<file path="src/rtl/core/ordered_ring_task_queue_core_defines.svh">
// Assertion macros for the ordered ring task queue core.
// Included by the files that assert; depends on nothing else.
`ifndef ORDERED_RING_TASK_QUEUE_CORE_DEFINES_SVH
`define ORDERED_RING_TASK_QUEUE_CORE_DEFINES_SVH

// Same-cycle implication, checked on every rising clock edge outside reset.
`define ORTQ_ASSERT_NOW(lbl, ante, cons, msg) \
   lbl: assert property (@(posedge clock) disable iff (reset) (ante) |-> (cons)) \
      else $error(msg);

// Next-cycle implication, checked on every rising clock edge outside reset.
`define ORTQ_ASSERT_NEXT(lbl, ante, cons, msg) \
   lbl: assert property (@(posedge clock) disable iff (reset) (ante) |=> (cons)) \
      else $error(msg);

`endif

</file>
<file path="src/rtl/core/ortq_pkg.sv">
// Shared constants, types and index helpers for the ordered ring task queue.
// Used by the store, the sequencer and the top level; depends on nothing.
package ortq_pkg;

   // Queue geometry.
   localparam int SLOTS = 16;
   localparam int IDX_W = $clog2(SLOTS);
   localparam int POS_W = 4;
   localparam int COUNT_OUT_W = 4;
   localparam int CMP_W = ((IDX_W > POS_W) ? IDX_W : POS_W) + 1;

   typedef logic [IDX_W-1:0] idx_type;

   // Command codes.
   localparam logic [1:0] MODE_APPEND = 2'd0;
   localparam logic [1:0] MODE_INSERT = 2'd1;
   localparam logic [1:0] MODE_POP    = 2'd2;
   localparam logic [1:0] MODE_REMOVE = 2'd3;

   // Result status codes.
   localparam logic [1:0] STATUS_OK     = 2'd0;
   localparam logic [1:0] STATUS_FULL   = 2'd1;
   localparam logic [1:0] STATUS_EMPTY  = 2'd2;
   localparam logic [1:0] STATUS_BADPOS = 2'd3;

   typedef struct packed {
      logic [1:0]       mode;
      logic [31:0]      key;
      logic [31:0]      payload;
      logic [POS_W-1:0] position;
   } req_type;

   typedef struct packed {
      logic [1:0]             status;
      logic [31:0]            out_key;
      logic [31:0]            out_payload;
      logic [COUNT_OUT_W-1:0] entry_count;
   } rsp_type;

   typedef struct packed {
      logic [31:0] key;
      logic [31:0] payload;
   } entry_type;

   // Store port commands from the sequencer.
   typedef struct packed {
      logic      wr_en;
      idx_type   wr_addr;
      entry_type wr_data;
      logic      rd_en;
      idx_type   rd_addr;
   } mem_cmd_type;

   // Sequencer status towards the top level.
   typedef struct packed {
      logic       idle;
      logic       done;
      logic [1:0] status;
      entry_type  taken;
      idx_type    count;
   } seq_out_type;

   typedef enum logic [2:0] {
      ST_IDLE,
      ST_INS_CMP,
      ST_INS_FINAL,
      ST_RM_TAKE,
      ST_RM_SHIFT,
      ST_DONE
   } state_type;

   // Circular index stepping.
   function automatic idx_type wrap_next(input idx_type i);
      wrap_next = (i == idx_type'(SLOTS - 1)) ? '0 : idx_type'(i + 1'b1);
   endfunction

   function automatic idx_type wrap_prev(input idx_type i);
      wrap_prev = (i == '0) ? idx_type'(SLOTS - 1) : idx_type'(i - 1'b1);
   endfunction

endpackage

</file>
<file path="src/rtl/core/ortq_store.sv">
// Slot store of the ordered ring task queue with its key comparator.
// One write port, one registered read port; depends on ortq_pkg.
module ortq_store (
   input  logic                 clock,
   input  ortq_pkg::mem_cmd_type mem_cmd,
   input  logic [31:0]          cmp_key,
   output ortq_pkg::entry_type  rd_data,
   output logic                 key_gt
);

   ortq_pkg::entry_type slot_store_ff [ortq_pkg::SLOTS];
   ortq_pkg::entry_type rd_ff;

   // Write and registered read of the slot memory.
   always_ff @(posedge clock) begin
      if (mem_cmd.wr_en) begin
         slot_store_ff[mem_cmd.wr_addr] <= mem_cmd.wr_data;
      end
      if (mem_cmd.rd_en) begin
         rd_ff <= slot_store_ff[mem_cmd.rd_addr];
      end
   end

   // The shared compare: is the entry just read later than the new key?
   assign rd_data = rd_ff;
   assign key_gt  = (rd_ff.key > cmp_key);

endmodule

</file>
<file path="src/rtl/core/ortq_seq.sv">
// Command sequencer of the ordered ring task queue: ring pointers, counts and
// the shift loops that walk the store one slot per cycle. Depends on ortq_pkg.
module ortq_seq (
   input  logic                  clock,
   input  logic                  reset,
   input  logic                  req_valid,
   input  ortq_pkg::req_type     req,
   input  logic                  out_free,
   input  ortq_pkg::entry_type   rd_data,
   input  logic                  key_gt,
   output ortq_pkg::mem_cmd_type mem_cmd,
   output logic [31:0]           cmp_key,
   output ortq_pkg::seq_out_type seq_out
);

   ortq_pkg::state_type state_ff, state_in;
   ortq_pkg::idx_type   head_ff, head_in;
   ortq_pkg::idx_type   tail_ff, tail_in;
   ortq_pkg::idx_type   count_ff, count_in;
   ortq_pkg::idx_type   ptr_ff, ptr_in;
   ortq_pkg::idx_type   left_ff, left_in;
   ortq_pkg::entry_type entry_ff, entry_in;
   ortq_pkg::entry_type taken_ff, taken_in;
   logic [1:0]          status_ff, status_in;

   logic                         is_insert;
   logic                         full;
   logic                         empty;
   logic [ortq_pkg::CMP_W-1:0]   pos_c;
   logic                         pos_oob;
   ortq_pkg::idx_type            pos_idx;
   logic [ortq_pkg::CMP_W-1:0]   pos_off;
   logic                         bad_pos;
   ortq_pkg::idx_type            rm_start;
   ortq_pkg::idx_type            ptr_prev;
   logic                         commit_ins;
   logic                         commit_rm;

   // Command decode and the occupancy check for remove-at-slot.
   always_comb begin
      is_insert = (req.mode == ortq_pkg::MODE_APPEND) || (req.mode == ortq_pkg::MODE_INSERT);
      full      = (count_ff == ortq_pkg::idx_type'(ortq_pkg::SLOTS - 1));
      empty     = (count_ff == '0);
      pos_c     = ortq_pkg::CMP_W'(req.position);
      pos_oob   = (pos_c >= ortq_pkg::CMP_W'(ortq_pkg::SLOTS));
      pos_idx   = ortq_pkg::idx_type'(req.position);
      pos_off   = ortq_pkg::CMP_W'(pos_idx)
                + ((pos_idx < head_ff) ? ortq_pkg::CMP_W'(ortq_pkg::SLOTS) : '0)
                - ortq_pkg::CMP_W'(head_ff);
      bad_pos   = pos_oob || (pos_off >= ortq_pkg::CMP_W'(count_ff));
      rm_start  = (req.mode == ortq_pkg::MODE_POP) ? head_ff : pos_idx;
      ptr_prev  = ortq_pkg::wrap_prev(ptr_ff);
   end

   // Next state.
   always_comb begin
      state_in = state_ff;
      case (state_ff)
         ortq_pkg::ST_IDLE: begin
            if (req_valid) begin
               if (is_insert) begin
                  if (full || (req.mode == ortq_pkg::MODE_APPEND) || empty) begin
                     state_in = ortq_pkg::ST_DONE;
                  end else begin
                     state_in = ortq_pkg::ST_INS_CMP;
                  end
               end else if (empty || ((req.mode == ortq_pkg::MODE_REMOVE) && bad_pos)) begin
                  state_in = ortq_pkg::ST_DONE;
               end else begin
                  state_in = ortq_pkg::ST_RM_TAKE;
               end
            end
         end
         ortq_pkg::ST_INS_CMP: begin
            if (!key_gt) begin
               state_in = ortq_pkg::ST_DONE;
            end else if (left_ff == ortq_pkg::idx_type'(1)) begin
               state_in = ortq_pkg::ST_INS_FINAL;
            end
         end
         ortq_pkg::ST_INS_FINAL: begin
            state_in = ortq_pkg::ST_DONE;
         end
         ortq_pkg::ST_RM_TAKE: begin
            state_in = (ptr_ff == head_ff) ? ortq_pkg::ST_DONE : ortq_pkg::ST_RM_SHIFT;
         end
         ortq_pkg::ST_RM_SHIFT: begin
            if (ptr_prev == head_ff) begin
               state_in = ortq_pkg::ST_DONE;
            end
         end
         ortq_pkg::ST_DONE: begin
            if (out_free) begin
               state_in = ortq_pkg::ST_IDLE;
            end
         end
         default: begin
            state_in = ortq_pkg::ST_IDLE;
         end
      endcase
   end

   // Store commands and datapath updates for each step.
   always_comb begin
      mem_cmd    = '0;
      ptr_in     = ptr_ff;
      left_in    = left_ff;
      entry_in   = entry_ff;
      taken_in   = taken_ff;
      status_in  = status_ff;
      commit_ins = 1'b0;
      commit_rm  = 1'b0;
      case (state_ff)
         ortq_pkg::ST_IDLE: begin
            if (req_valid) begin
               entry_in  = '{key: req.key, payload: req.payload};
               taken_in  = '0;
               status_in = ortq_pkg::STATUS_OK;
               if (is_insert) begin
                  if (full) begin
                     status_in = ortq_pkg::STATUS_FULL;
                  end else if ((req.mode == ortq_pkg::MODE_APPEND) || empty) begin
                     mem_cmd.wr_en   = 1'b1;
                     mem_cmd.wr_addr = tail_ff;
                     mem_cmd.wr_data = '{key: req.key, payload: req.payload};
                     commit_ins      = 1'b1;
                  end else begin
                     mem_cmd.rd_en   = 1'b1;
                     mem_cmd.rd_addr = ortq_pkg::wrap_prev(tail_ff);
                     ptr_in          = tail_ff;
                     left_in         = count_ff;
                  end
               end else if (empty) begin
                  status_in = ortq_pkg::STATUS_EMPTY;
               end else if ((req.mode == ortq_pkg::MODE_REMOVE) && bad_pos) begin
                  status_in = ortq_pkg::STATUS_BADPOS;
               end else begin
                  mem_cmd.rd_en   = 1'b1;
                  mem_cmd.rd_addr = rm_start;
                  ptr_in          = rm_start;
               end
            end
         end
         ortq_pkg::ST_INS_CMP: begin
            mem_cmd.wr_en   = 1'b1;
            mem_cmd.wr_addr = ptr_ff;
            if (key_gt) begin
               // Move the later entry back one slot and fetch the next one.
               mem_cmd.wr_data = rd_data;
               mem_cmd.rd_en   = 1'b1;
               mem_cmd.rd_addr = ortq_pkg::wrap_prev(ptr_prev);
               ptr_in          = ptr_prev;
               left_in         = ortq_pkg::idx_type'(left_ff - 1'b1);
            end else begin
               mem_cmd.wr_data = entry_ff;
               commit_ins      = 1'b1;
            end
         end
         ortq_pkg::ST_INS_FINAL: begin
            mem_cmd.wr_en   = 1'b1;
            mem_cmd.wr_addr = ptr_ff;
            mem_cmd.wr_data = entry_ff;
            commit_ins      = 1'b1;
         end
         ortq_pkg::ST_RM_TAKE: begin
            taken_in = rd_data;
            if (ptr_ff == head_ff) begin
               commit_rm = 1'b1;
            end else begin
               mem_cmd.rd_en   = 1'b1;
               mem_cmd.rd_addr = ptr_prev;
            end
         end
         ortq_pkg::ST_RM_SHIFT: begin
            // Move the earlier entry forward one slot towards the removed one.
            mem_cmd.wr_en   = 1'b1;
            mem_cmd.wr_addr = ptr_ff;
            mem_cmd.wr_data = rd_data;
            ptr_in          = ptr_prev;
            if (ptr_prev == head_ff) begin
               commit_rm = 1'b1;
            end else begin
               mem_cmd.rd_en   = 1'b1;
               mem_cmd.rd_addr = ortq_pkg::wrap_prev(ptr_prev);
            end
         end
         default: begin
         end
      endcase
   end

   // Ring pointer and count updates when a command completes.
   always_comb begin
      head_in  = head_ff;
      tail_in  = tail_ff;
      count_in = count_ff;
      if (commit_ins) begin
         tail_in  = ortq_pkg::wrap_next(tail_ff);
         count_in = ortq_pkg::idx_type'(count_ff + 1'b1);
      end else if (commit_rm) begin
         head_in  = ortq_pkg::wrap_next(head_ff);
         count_in = ortq_pkg::idx_type'(count_ff - 1'b1);
      end
   end

   // Control registers.
   always_ff @(posedge clock) begin
      if (reset) begin
         state_ff <= ortq_pkg::ST_IDLE;
         head_ff  <= '0;
         tail_ff  <= '0;
         count_ff <= '0;
      end else begin
         state_ff <= state_in;
         head_ff  <= head_in;
         tail_ff  <= tail_in;
         count_ff <= count_in;
      end
   end

   // Working registers of the current command.
   always_ff @(posedge clock) begin
      ptr_ff    <= ptr_in;
      left_ff   <= left_in;
      entry_ff  <= entry_in;
      taken_ff  <= taken_in;
      status_ff <= status_in;
   end

   assign cmp_key        = entry_ff.key;
   assign seq_out.idle   = (state_ff == ortq_pkg::ST_IDLE);
   assign seq_out.done   = (state_ff == ortq_pkg::ST_DONE);
   assign seq_out.status = status_ff;
   assign seq_out.taken  = taken_ff;
   assign seq_out.count  = count_ff;

endmodule

</file>
<file path="src/rtl/core/ordered_ring_task_queue_core.sv">
// Ordered ring task queue: a result register over the sequencer and slot store.
// Ordered insert into a non-empty queue moves the later entries back one slot each, and
// remove-at-slot moves the earlier entries forward; the shift loop walks one slot per cycle.
// A new command is stalled until the sequencer is idle again; a held result does not block
// the next command's work.
// Reset is synchronous: head, tail and count clear, the slot store keeps its contents.
`include "ordered_ring_task_queue_core_defines.svh"

module ordered_ring_task_queue_core (
   input  logic              clock,
   input  logic              reset,
   input  logic              req_valid,
   output logic              req_stall,
   input  ortq_pkg::req_type req_data,
   output logic              rsp_valid,
   input  logic              rsp_stall,
   output ortq_pkg::rsp_type rsp_data
);

   ortq_pkg::mem_cmd_type mem_cmd;
   ortq_pkg::entry_type   rd_data;
   ortq_pkg::seq_out_type seq_out;
   ortq_pkg::rsp_type     rsp_ff, rsp_in;
   logic                  rsp_valid_ff;
   logic                  key_gt;
   logic [31:0]           cmp_key;
   logic                  out_free;
   logic                  rsp_load;

   ortq_seq u_seq (
      .clock     (clock),
      .reset     (reset),
      .req_valid (req_valid),
      .req       (req_data),
      .out_free  (out_free),
      .rd_data   (rd_data),
      .key_gt    (key_gt),
      .mem_cmd   (mem_cmd),
      .cmp_key   (cmp_key),
      .seq_out   (seq_out)
   );

   ortq_store u_store (
      .clock   (clock),
      .mem_cmd (mem_cmd),
      .cmp_key (cmp_key),
      .rd_data (rd_data),
      .key_gt  (key_gt)
   );

   // The result register is free when empty or when its transfer completes now.
   assign out_free  = !rsp_valid_ff || !rsp_stall;
   assign rsp_load  = seq_out.done && out_free;
   assign req_stall = !seq_out.idle;

   always_comb begin
      rsp_in.status      = seq_out.status;
      rsp_in.out_key     = seq_out.taken.key;
      rsp_in.out_payload = seq_out.taken.payload;
      rsp_in.entry_count = ortq_pkg::COUNT_OUT_W'(seq_out.count);
   end

   // Result register.
   always_ff @(posedge clock) begin
      if (reset) begin
         rsp_valid_ff <= 1'b0;
      end else if (out_free) begin
         rsp_valid_ff <= seq_out.done;
      end
   end

   always_ff @(posedge clock) begin
      if (rsp_load) begin
         rsp_ff <= rsp_in;
      end
   end

   assign rsp_valid = rsp_valid_ff;
   assign rsp_data  = rsp_ff;

   // Checks on the sequencer and result register.
   `ORTQ_ASSERT_NEXT(a_busy_after_transfer, req_valid && !req_stall, req_stall,
                     "accepted command did not hold off the next one")
   `ORTQ_ASSERT_NOW(a_count_bound, seq_out.idle,
                    seq_out.count <= ortq_pkg::idx_type'(ortq_pkg::SLOTS - 1),
                    "entry count beyond capacity")
   `ORTQ_ASSERT_NEXT(a_done_waits, seq_out.done && rsp_valid && rsp_stall, seq_out.done,
                     "finished result lost while output stalled")

endmodule
</file>
<file path="config.mk">
export PLATFORM = sky130hd
export DESIGN_NAME = ordered_ring_task_queue_core
export DESIGN_NICKNAME = d
export VERILOG_FILES = /design/src/rtl/core/ortq_pkg.sv /design/src/rtl/core/ortq_store.sv /design/src/rtl/core/ortq_seq.sv /design/src/rtl/core/ordered_ring_task_queue_core.sv
export VERILOG_INCLUDE_DIRS = /design/src /design/src/rtl/core
export SDC_FILE = /design/constraint.sdc
export NUM_CORES = 2
export LEC_CHECK = 0
export ABC_AREA = 1
export BUFFER_PORTS_ARGS = -buffer_cell sky130_fd_sc_hd__buf_2
export CAP_MARGIN = 20
export CELL_PAD_IN_SITES_DETAIL_PLACEMENT = 1
export CELL_PAD_IN_SITES_GLOBAL_PLACEMENT = 2
export CORE_UTILIZATION = 46
export DETAILED_ROUTE_END_ITERATION = 8
export PLACE_DENSITY = 0.84
export SLEW_MARGIN = 20
export SYNTH_ARGS = -nofsm -noshare
export SYNTH_HDL_FRONTEND = slang
export SYNTH_SLANG_ARGS = --single-unit
</file>
<file path="constraint.sdc">
create_clock -name clock -period 19.5 [get_ports clock]
set_input_delay 1.95 -clock clock [delete_from_list [all_inputs] [get_ports clock]]
set_output_delay 1.95 -clock clock [all_outputs]
set_load 0.005 [all_outputs]
</file>
==> impl_results.md <==
* Die X-Extent at 358 um
* Setup violators final at 0
* Max Slew Vio Count at 0
* Worst slack at placement at roughly 11000 ps
* Residual DRC count at 0
* Yosys warns at 0
* Critical path required time at 20030 ps
* Core Box Area at around 130000 um^2
* WL per Instance at between 20 and 30 um
* Vias per inst at ~5.8
* Gr ovfl total at 0
* Final ANT Viol Nets at 0
* WL met1 at ~79 mm
* Final period demand of the worst path at roughly 7400 ps
* Syn Inst Count at approximately 5400
* Total chip power at 12.3 mW
* Initial DRC Count at between 4000 and 5000
* H-tree levels at 4
* Pwr/cell area at roughly 190 nW/um^2
* Slew @ Worst Pin at ~1400 ps
* CP top delay family: simple AND/OR/NAND/NOR gates
* Synth area leaders: edfxtp_1 67%, nand3_1 7.9%, inv_1 7.6%
* Post-CTS Setup Repair Bufs at 0
* Worst VDD drop at 0.000220 V
* Share of the yosys chip area belonging to registers at about two thirds
* Post-synth top area share at between 60% and 70%
* Fin nets at 5616
* Largest net degree at the start of global routing at roughly 220
* Vias after detailed routing at around 42000
* Final setup skew at between 20 and 30 ps
* Dominant cell type by area after synthesis: edfxtp_1
* Primary FF master, synth: edfxtp_1
* Avg Inst Size Synth at between 10 and 15 um^2
* First-pass iteration count of the detailed router at 5
* # resized after CTS at 0
* Pleak at around 27 nW
* Crit-path slowest cell: buf_4
* Status: finished clean
* Smallest hold slack at ~410 ps
* Post-synthesis net count at about 5600
* Starting Density at a little under half
* Root Driver: clkbuf_16
* Period utilization at ~38%
* Post-synthesis cell type count at 36
* Hold Violations, Final at 0
* Syn Std Cell Area at 58500 um^2
* Setup crit end kind: flop
* Gpl congestion at ~0.8
* Global-route wire length before repair at roughly 270 mm
* Final WS setup at ~12000 ps
* CP max FO at 99
* Synth-to-layout area growth at 11.9%
* Antenna violations before repair at 3
* Most used cell, CP: nand2_1
* Share of layout cells above drive strength 1 at a little under a tenth
* Max-cap violations at 0
* Clock slew at reported path FFs at about 60 ps
* Worst path bufs/invs at 7
* Post-Route WL at between 150 and 200 mm
* Fmax at roughly 140 MHz
* Num ports at about 150
* Die ar. at 129000 um^2
* CP Data Arrival Time at 7880 ps
* Worst min-delay path class: flop to flop
* Max layer used: met4
* Setup TNS Final at 0 ps
* TritonCTS clock tree: built
* Worst rel slew slack at 9.02%
* Setup crit start kind: primary input
* Vert. Die Dim at between 300 and 400 um
* Number of synthesized flops with an enable pin at roughly 1300
* CP Class: primary input to flop
* Crit path largest cell delay at a little over 900 ps
* Met3 Wirelength at roughly 12 mm
* Post-synthesis register bit count at approximately 1300
* Total GRT Usage at 28.7%
* CTS Hold Buffers Added at 0
* ANT cells at 0
* Met2 wire length at 87.9 mm
* Vias in the first global route at between 40000 and 50000
* Clk_lat worst skew at around 800 ps
* DP HPWL at 95.1 mm
* Sink Count at 1312
* IO Port Bufs at around 150
* Post-synthesis async set-or-reset flop share at 0%
* RSZ-0062 raised after global routing: false
* Cts bufs inserted at 145
* Std-Cell Rows at 130
* Clk buf depth at 3
## cell usage after synthesis, drive strengths merged, types with 7 or more instances
cell	instances
clkbuf	103
nand3	920
edfxtp	1296
o21ai	37
nor2	127
ha	50
dfxtp	16
o221ai	31
buf	248
a21oi	34
nand2	784
inv	1194
o211ai	32
nand4	522
nor3	7
## kinds of logic after synthesis
| family | share of synthesized area, % |
|---|---|
| AND/OR/NAND/NOR | 19.6 |
| buffers and inverters | 10.4 |
| flip-flops | 67.1 |
| AO/OA/AOI/OAI | 1.67 |
| adder cells (fa/ha/maj) | 1.14 |
| XOR/XNOR | 0.135 |
## final cells by class
class                           instances  area (um^2)
Sequential cell                      1312        39200
Tap cell                             1650         2060
Inverter                             1194         4510
Clock inverter                         82          658
Multi-Input combinational cell       2578        13500
Clock buffer                          183         3860
Fill cell                           13434        60500
Timing Repair Buffer                  259         1620
## through the flow
stage / instances / util, % / area, um^2
floorplan: 5435 / - / 58500
global placement: 6967 / 48.1 / 60600
detailed placement: 6970 / 48.2 / 60700
CTS: 7235 / 51.8 / 65200
global route: 7258 / 52.0 / 65400
finish: 7258 / 52.0 / 65400
## cell usage in the layout, fill, tap and decap left out, types with 9 or more instances in the layout
cell       instances
o221ai_1           9
o211ai_1          32
clkbuf_16        149
clkinv_2          27
ha_1              50
buf_2            148
inv_1           1179
nand4_1          522
edfxtp_1        1296
nand2_1          779
nor2_4            16
o221ai_2          22
o21ai_0           36
buf_4             94
dfxtp_1           16
nor2_1           110
nand3_1          918
clkbuf_4          11
a21oi_1           32
clkinv_1          34
clkbuf_1          34
## sequential cells by signal, indices dropped and copies added (netlist names)
register	count
u_seq.count_ff	4
u_seq.cmp_key	32
u_seq.state_ff	3
u_seq.left_ff	4
u_seq.head_ff	4
u_seq.entry_ff	32
rsp_data	70
rsp_valid	1
u_seq.seq_out	64
u_seq.tail_ff	4
u_store.rd_data	64
u_store.slot_store_ff	1024
u_seq.ptr_ff	4
u_seq.status_ff	2
## routing by layer
metal,global-route usage [%],vias up
met5,0,-
met4,8.55,0
met3,4.29,301
met2,47.5,1485
met1,39.1,21676
li1,-,18689
## where the power goes
group / internal (mW) / switching, mW
Clock: 1.51 / 1.15
Sequential: 4.41 / 0.189
Combinational: 1.28 / 3.72
Total: 7.19 / 5.06
## worst paths after layout
check                                        from             endpoint  depth (start not counted)  slack [ps]
worst max-delay path                  req_data[0]  u_store.rd_data[23]                         25       12150
worst min-delay path            u_seq.seq_out[63]         rsp_data[63]                          0         410
worst max register to register   u_seq.head_ff[0]  u_store.rd_data[23]                         23       12960
worst min register to register  u_seq.seq_out[63]         rsp_data[63]                          0         410
## worst register-to-register path, cell delays in order, from the launching register on
cell and delay (ps):
dfxtp_1 480, ha_1 210, inv_1 60, fa_1 370, xor2_1 170, ha_1 320
nand2_1 80, inv_1 40, o21ai_0 140, nand4_1 120, nand2_1 80, nand2_1 40
inv_1 140, nand2_1 70, nand2_1 160, nand2_8 370, nand3_4 960, buf_4 930
buf_4 930, nand2_1 200, nand3_1 130, nand3_1 100, nand3_1 140, nand2_1 60
(Power assumes the default switching activity.)
